### config.mk
export PLATFORM = sky130hd
export DESIGN_NAME = cbf_mod
export DESIGN_NICKNAME = d
export VERILOG_FILES = /design/src/sv/cbf_pkg.sv /design/src/sv/cbf_mod.sv
export SDC_FILE = /design/constraint.sdc
export NUM_CORES = 1
export LEC_CHECK = 0
export BUFFER_PORTS_ARGS = -buffer_cell sky130_fd_sc_hd__buf_2
export CELL_PAD_IN_SITES_DETAIL_PLACEMENT = 1
export CELL_PAD_IN_SITES_GLOBAL_PLACEMENT = 1
export CORE_MARGIN = 3
export CORE_UTILIZATION = 37
export DETAILED_ROUTE_END_ITERATION = 8
export GPL_ROUTABILITY_DRIVEN = 0
export GPL_TIMING_DRIVEN = 0
export PLACE_DENSITY_LB_ADDON = 0.1
export SETUP_SLACK_MARGIN = 0.2
export SKIP_LAST_GASP = 1
export SYNTH_ARGS = -nofsm -noshare
export SYNTH_HDL_FRONTEND = slang
export SYNTH_SLANG_ARGS = --single-unit
### constraint.sdc
create_clock -name i_clk -period 22.8 [get_ports i_clk]
set_input_delay 2.28 -clock i_clk [delete_from_list [all_inputs] [get_ports i_clk]]
set_output_delay 2.28 -clock i_clk [all_outputs]
set_load 0.02 [all_outputs]
### src/sv/cbf_pkg.sv
// Shared types and constants for the counting Bloom filter.
// No dependencies; used by counting_bloom_filter and cbf_mod.
`default_nettype none

package cbf_pkg;

    // Commands carried by an input transaction
    typedef enum logic [1:0] {
        CMD_ADD    = 2'd0,
        CMD_REMOVE = 2'd1,
        CMD_QUERY  = 2'd2,
        CMD_CLEAR  = 2'd3
    } t_cmd;

    // Configuration register indexes
    localparam int CFG_IDX_W      = 2;
    localparam logic [CFG_IDX_W-1:0] CFG_TABLE_SIZE = 2'd0;
    localparam logic [CFG_IDX_W-1:0] CFG_FILL_LIMIT = 2'd1;

    localparam int TABLE_SIZE_W   = 11;
    localparam int FILL_LIMIT_W   = 8;
    localparam int CFG_DATA_W     = 11;
    localparam logic [TABLE_SIZE_W-1:0] TABLE_SIZE_RST = 11'd1024;
    localparam logic [FILL_LIMIT_W-1:0] FILL_LIMIT_RST = 8'd255;

    localparam int CMD_W          = 2;
    localparam int HASH_W         = 64;
    localparam int HALF_W         = 32;
    localparam int HIT_W          = 8;

    // Stream payload widths (rounded up to whole bytes)
    localparam int S_FIELDS_W     = CMD_W + HASH_W;
    localparam int S_TDATA_W      = ((S_FIELDS_W + 7) / 8) * 8;
    localparam int M_FIELDS_W     = 2 + HIT_W;
    localparam int M_TDATA_W      = ((M_FIELDS_W + 7) / 8) * 8;

    // Remainder unit: quotient bits retired per cycle
    localparam int MOD_STEPS      = 8;
    localparam int MOD_CYCLES     = HALF_W / MOD_STEPS;

endpackage

`default_nettype wire

### src/sv/cbf_mod.sv
// Iterative remainder unit: 32-bit dividend modulo a small divisor,
// MOD_STEPS restoring steps per cycle. Depends on cbf_pkg.
`default_nettype none

module cbf_mod #(
    parameter int SIZE_W = 11
) (
    input  wire logic                        i_clk,
    input  wire logic                        i_rst_n,
    input  wire logic                        i_start,
    input  wire logic [cbf_pkg::HALF_W-1:0]  i_dividend,
    input  wire logic [SIZE_W-1:0]           i_divisor,
    output logic                             o_done,
    output logic      [SIZE_W-1:0]           o_rem
);

    localparam int CNT_W = (cbf_pkg::MOD_CYCLES > 1) ? $clog2(cbf_pkg::MOD_CYCLES) : 1;
    localparam logic [CNT_W-1:0] CNT_LAST = CNT_W'(cbf_pkg::MOD_CYCLES - 1);

    logic                        r_busy;
    logic [CNT_W-1:0]            r_cnt;
    logic [cbf_pkg::HALF_W-1:0]  r_dvd;
    logic [SIZE_W-1:0]           r_rem;
    logic [SIZE_W-1:0]           r_div;
    logic [cbf_pkg::HALF_W-1:0]  n_dvd;
    logic [SIZE_W-1:0]           n_rem;
    logic [SIZE_W:0]             trial;

    // Remainder stays below the divisor, so each trial is below twice it
    always_comb begin
        n_rem = r_rem;
        n_dvd = r_dvd;
        trial = '0;
        for (int k = 0; k < cbf_pkg::MOD_STEPS; k++) begin
            trial = {n_rem, n_dvd[cbf_pkg::HALF_W-1]};
            n_dvd = {n_dvd[cbf_pkg::HALF_W-2:0], 1'b0};
            if (trial >= {1'b0, r_div}) begin
                trial = trial - {1'b0, r_div};
            end
            n_rem = trial[SIZE_W-1:0];
        end
    end

    always_ff @(posedge i_clk) begin
        if (!i_rst_n) begin
            r_busy <= 1'b0;
            r_cnt  <= '0;
            o_done <= 1'b0;
        end else begin
            o_done <= 1'b0;
            if (i_start) begin
                r_busy <= 1'b1;
                r_cnt  <= '0;
                r_dvd  <= i_dividend;
                r_rem  <= '0;
                r_div  <= i_divisor;
            end else if (r_busy) begin
                r_dvd <= n_dvd;
                r_rem <= n_rem;
                r_cnt <= r_cnt + 1'b1;
                if (r_cnt == CNT_LAST) begin
                    r_busy <= 1'b0;
                    o_done <= 1'b1;
                end
            end
        end
    end

    assign o_rem = r_rem;

endmodule

`default_nettype wire
* After elaboration in Yosys (flattened, before gate mapping) *
Cells that the tools add are included.

storage, ports and cells
  bits in registers = 58
  bits in latches = 0
  bits in writable memories = 0
  ROM bits = 0
  input port bits = 46
  output and inout bits = 12
  logic and storage cells = 46
  memories = 0

cells by class
  add/subtract/negate cells = 9
  $mul = 0
  divide/modulo/power cells = 0
  magnitude comparators = 8
  eq/ne operators = 1
  shifts and indexed selects = 0
  mux-type cells = 15
  bitwise logic cells = 2
  reduce and logical (&&, ||, !) cells = 5

operator list
  cell                                          count
  2-to-1 mux 11 bit                             9
  greater-or-equal comparator 12 x 11 -> 1 bit  8
  subtractor 11 bit                             8
  2-to-1 mux 32 bit                             2
  2-to-1 mux 1 bit                              4
  AND reduction 2 bit                           2
  OR reduction 3 bit                            1
  adder 2 x 1 -> 2 bit (second input constant)  1
  == test 2 bit (second input constant)         1
  inverter 1 bit                                2
  nonzero test 2 bit                            1
  OR reduction 2 bit                            1

* Longest topological paths before layout *
  depth in word-level cells = 17
  mapped depth = 95
  depth with buffers taken out = 87

* Worst setup path after synthesis *
OpenSTA, ideal clock, no wires.

  kind = reg-to-reg
  start point = register r_div[0]
  end point = register r_rem[1] (netlist: o_rem[1]) (data pin)
  library setup time = 0.190 ns
  arrival time = 18.247 ns
  required time = 22.610 ns
  path slack = 4.362 ns
  cell stages (with the launch flop) = 89
  buffers on the path = 9
  clock period less this slack = 18.438 ns
  cells stage by stage = edfxtp_1 > ha_1 > fa_1 > nand2b_1 > a211oi_2 > o31ai_2 > nand2_1 > clkbuf_1 > mux2_2 > ha_1 > inv_1 > o31ai_1 > o22ai_1 > a21oi_1 > or2_2 > buf_2 > clkbuf_1 > mux2i_1 > (+53 left out) > o21bai_1 > a21oi_1 > o21a_1 > o21a_1 > o2111ai_2 > or2_2 > clkbuf_1 > o221ai_1 > ha_1 > a21o_1 > a21o_1 > a221oi_1 > o21bai_1 > a21oi_1 > nor2_1 > nor2_1 > nand2_2 > a2111oi_2

between the ends
  cells in the longest elaborated chain, start to end = 17
  elaborated cells on any way between the ends = 25
  those cells by class = add/sub (8); order compare (8); mux (9)

ends and longest elaborated chain
  element                                                                            line                          source
  start: declaration                                                                 cbf_mod.sv:24                 logic [SIZE_W-1:0] r_div;
  start signal: assignment                                                           cbf_mod.sv:56                 r_div <= i_divisor;
  subtractor 11 bit or greater-or-equal comparator 12 x 11 -> 1 bit (tied branches)  cbf_mod.sv:38, cbf_mod.sv:37
  2-to-1 mux 11 bit                                                                  cbf_mod.sv:37                 if (trial >= {1'b0, r_div}) begin
  subtractor 11 bit or greater-or-equal comparator 12 x 11 -> 1 bit (tied branches)  cbf_mod.sv:38, cbf_mod.sv:37
  2-to-1 mux 11 bit                                                                  cbf_mod.sv:37
  subtractor 11 bit or greater-or-equal comparator 12 x 11 -> 1 bit (tied branches)  cbf_mod.sv:38, cbf_mod.sv:37
  2-to-1 mux 11 bit                                                                  cbf_mod.sv:37
  subtractor 11 bit or greater-or-equal comparator 12 x 11 -> 1 bit (tied branches)  cbf_mod.sv:38, cbf_mod.sv:37
  2-to-1 mux 11 bit                                                                  cbf_mod.sv:37
  subtractor 11 bit or greater-or-equal comparator 12 x 11 -> 1 bit (tied branches)  cbf_mod.sv:38, cbf_mod.sv:37
  2-to-1 mux 11 bit                                                                  cbf_mod.sv:37
  subtractor 11 bit or greater-or-equal comparator 12 x 11 -> 1 bit (tied branches)  cbf_mod.sv:38, cbf_mod.sv:37
  2-to-1 mux 11 bit                                                                  cbf_mod.sv:37
  greater-or-equal comparator 12 x 11 -> 1 bit or subtractor 11 bit (tied branches)  cbf_mod.sv:37, cbf_mod.sv:38
  2-to-1 mux 11 bit                                                                  cbf_mod.sv:37
  subtractor 11 bit or greater-or-equal comparator 12 x 11 -> 1 bit (tied branches)  cbf_mod.sv:38, cbf_mod.sv:37
  2-to-1 mux 11 bit (*)                                                              cbf_mod.sv:37
  2-to-1 mux 11 bit (*)                                                              cbf_mod.sv:57                 end else if (r_busy) begin
  end signal: assignment                                                             cbf_mod.sv:59                 r_rem <= n_rem;
  end: declaration                                                                   cbf_mod.sv:23                 logic [SIZE_W-1:0] r_rem;

Every way passes the cells marked *; elsewhere a longest branch is shown, timed or not. The select of a mux whose other input is x is not followed.
A chain may end at the register's enable or synchronous reset.

* Worst setup path after layout *
Same ends and word-level chain as after synthesis.

==> qor.csv <==
stage,metric,value,unit
routing,post-route-drc-count,0,
logic_synthesis,yosysWarnings,0,
timing,worstMarginPinSlew,0.773,ns
finish,multi_input_area,5770,sq um
logic_synthesis,synth_ff_type,edfxtp_1,
hold_path,holdPathStages,2,
global_routing,antenna_found_initial,0,
critical_path,critPathMaxStageDelay,0.50,ns
die,die_h,150,um
global_routing,grt_pass1_vias,7278,
logic_synthesis,synthCells,892,
critical_path,crit_buf_inv,11,
die,die_w,150,um
global_routing,overflow,0,
timing,fin_skew,0.00819,ns
global_routing,grt_use_total,0.227,
critical_path,crit_required,22.93,ns
critical_path,path_class,register to register,
routing,drtAntennaViolNets,0,
placement,hpwl,20.0,mm
logic_synthesis,ys_types,77,
die,dieArea,22400,sq um
critical_path,worst_ep_arrival_time,21.24,ns
critical_path,reg2reg_slack,1.69,ns
timing,fmax,47.4,MHz
critical_path,cp-start-kind,register,
placement,portBuffers,56,
logic_synthesis,ys_seq_area_frac,0.223,
finish,area_growth,15.7,%
clock_tree,insertion_delay,0.34,ns
timing,min_period_over_period,0.926,
finish,fin_nets,1116,
hold_path,hp-class,register to register,
finish,fin_util,0.445,
timing,slew_headroom,0.485,
critical_path,r2r_start,r_div[0],
run,cap_violations,0,
timing,min_period,21.11,ns
clock_tree,htreeDepth,3,
critical_path,critPathCaptureType,register,
critical_path,critPathSlowestCell,edfxtp_1,
logic_synthesis,synth_edf_count,54,
logic_synthesis,synthesis.area,7640,sq um
global_routing,grt_pass1_wl,39.9,mm
finish,fillers,2376,
clock_tree,clock-root-buffer,clkbuf_16,
critical_path,critPathMaxFanout,10,
critical_path,rr_worst_depth,89,
logic_synthesis,synth_nets,1035,
clock_tree,cts_tree,built,
critical_path,worstReg2RegEnd,o_rem[1],
routing,routed_wirelength,25.4,mm
clock_tree,path_clk_slew,0.05,ns
clock_tree,cts_sinks,58,
routing,wire_per_inst,20.4,um
die,ios,58,
die,row_count,51,
finish,drive_above_1_share,0.200,
timing,rsz0062_at_grt,false,
routing,initialDrtViolationCount,358,
die,core_area,19800,sq um
run_status,status,finished clean,
routing,vias,7131,
die,initial_core_util,0.385,
logic_synthesis,synthArstFlopShare,0,
logic_synthesis,ys_ff_latch,58,
timing,finalHoldViolCount,0,
clock_tree,cts_made_buffers,9,
timing,hold_ws,0.505,ns
timing,setup_viol,0,
timing,drv_slew,0,
clock_tree,clockBufferDepth,2,
hold_path,hp-start,r_cnt[1],
logic_synthesis,postSynthAreaPerCell,8.57,sq um
critical_path,cpLargestDelayFamily,compound AO/OA/AOI/OAI gates,
hold_path,min_to,r_cnt[1],
routing,dr.pass1.iters,5,
finish,seq_area,1700,sq um
finish,n_antenna_cell,0,
routing,viasPerCell,5.74,
global_routing,grt_max_degree,28,
==> layout by cell type, fill, tap and decap left out, types with 11 or more instances in the layout <==
cell,n
o21ai_0,57
xor2_1,13
a21oi_1,54
edfxtp_1,54
buf_4,14
nand2_1,59
xnor2_1,42
nor2_1,68
buf_2,60
inv_1,67
o21a_1,11
nand2b_1,15
mux2i_1,19
nand3_1,25
mux2_2,42
ha_1,87
nor3_1,20
nand4_1,15
a21o_1,22
==> state kept, by name, summed over array words and instances, names as in the netlist <==
name,flops
o_done,1
o_rem,11
r_busy,1
r_cnt,2
r_div,11
r_dvd,32
==> cells in the mapped netlist, types with 4 or more instances <==
| cell type | n | area share |
|---|---|---|
| ha_1 | 89 | 0.15 |
| inv_1 | 73 | 0.036 |
| nor2_1 | 71 | 0.035 |
| nand2_1 | 60 | 0.029 |
| a21oi_1 | 59 | 0.039 |
| o21ai_0 | 57 | 0.037 |
| edfxtp_1 | 54 | 0.21 |
| mux2_2 | 42 | 0.062 |
| xnor2_1 | 42 | 0.048 |
| nand3_1 | 26 | 0.017 |
| mux2i_1 | 23 | 0.030 |
| a21o_1 | 22 | 0.022 |
| nor3_1 | 21 | 0.014 |
| nand2b_1 | 15 | 0.012 |
| nand4_1 | 15 | 0.012 |
| xor2_1 | 13 | 0.015 |
| o21a_1 | 12 | 0.012 |
| clkbuf_1 | 11 | 0.0054 |
| and2_1 | 10 | 0.0082 |
| nor2b_1 | 10 | 0.0082 |
| o21bai_1 | 9 | 0.0088 |
| a31oi_1 | 8 | 0.0066 |
| fa_1 | 8 | 0.021 |
| o221ai_1 | 8 | 0.0092 |
| a211oi_1 | 7 | 0.0069 |
| a21boi_0 | 7 | 0.0069 |
| o211ai_1 | 7 | 0.0069 |
| o31ai_1 | 6 | 0.0059 |
| and3_1 | 5 | 0.0041 |
| nor3b_1 | 5 | 0.0049 |
| o21ai_1 | 5 | 0.0033 |
| or2_2 | 5 | 0.0041 |
| or3_1 | 5 | 0.0041 |
| dfxtp_1 | 4 | 0.010 |
| nand3b_1 | 4 | 0.0039 |
| nor4_1 | 4 | 0.0033 |
| o22ai_1 | 4 | 0.0033 |
==> worst reg2reg max path, delay by kind of cell (launching register included) <==
kind	cells	cell delay, ns
compound gates	48	10.42
buf+inv	11	2.16
fa+ha+maj	9	3.40
simple gates	16	2.85
flops	1	0.50
mux	5	1.62
==> worst max path at each step <==
stage / start / end / depth (start not counted)
after floorplan: r_div[0] / o_rem[1] / 88
after global placement: r_div[0] / o_rem[1] / 86
after detailed placement: r_div[1] / o_rem[1] / 86
after global routing: r_div[0] / o_rem[1] / 89
final: r_div[0] / o_rem[1] / 89
after CTS: r_div[6] / o_rem[1] / 89
==> routing by layer <==
layer  wire length (um)  track usage  up-vias
li1                   -            -     3498
met4                432       0.0531        0
met5                  0            0        -
met1              12000        0.307     3492
met2              12500        0.395      116
met3                507       0.0203       25
==> cell families after synthesis <==
| group | synth area share |
|---|---|
| AOI/OAI and AO/OA | 0.236 |
| xor gates and xnor gates | 0.0630 |
| adders and majority gates | 0.167 |
| buffers and inverters | 0.0450 |
| DFF | 0.223 |
| muxes | 0.0989 |
| and+or+nand+nor | 0.168 |
==> through the flow <==
step,std cells,setup WS [ns],setup TNS (ns),instance area (sq um)
after global placement,1213,-0.846,-6.74,8250
final,1243,1.69,0,8840
after floorplan,892,4.36,0,7640
after CTS,1232,0.304,0,8600
after detailed placement,1214,-0.958,-8.04,8270
after global routing,1243,0.127,0,8840
==> cell type report <==
type,instances,area share
Timing Repair Buffer,70,0.0450
Sequential cell,58,0.193
Clock inverter,6,0.00382
Tap cell,265,0.0375
Inverter,73,0.0336
Clock buffer,10,0.0259
Multi-Input combinational cell,744,0.652
Buffer,17,0.00920
==> repair_timing <==
action,CTS,global route
endpoints found under the setup margin,11,11
endpoints found under the hold margin,0,0
gates resized for setup,11,44
buffers inserted,2,11
hold buffers,0,0
pin swaps,0,4
Power is not shown: default switching activity piles up to over one toggle a cycle in this logic, so the estimate is an artifact.
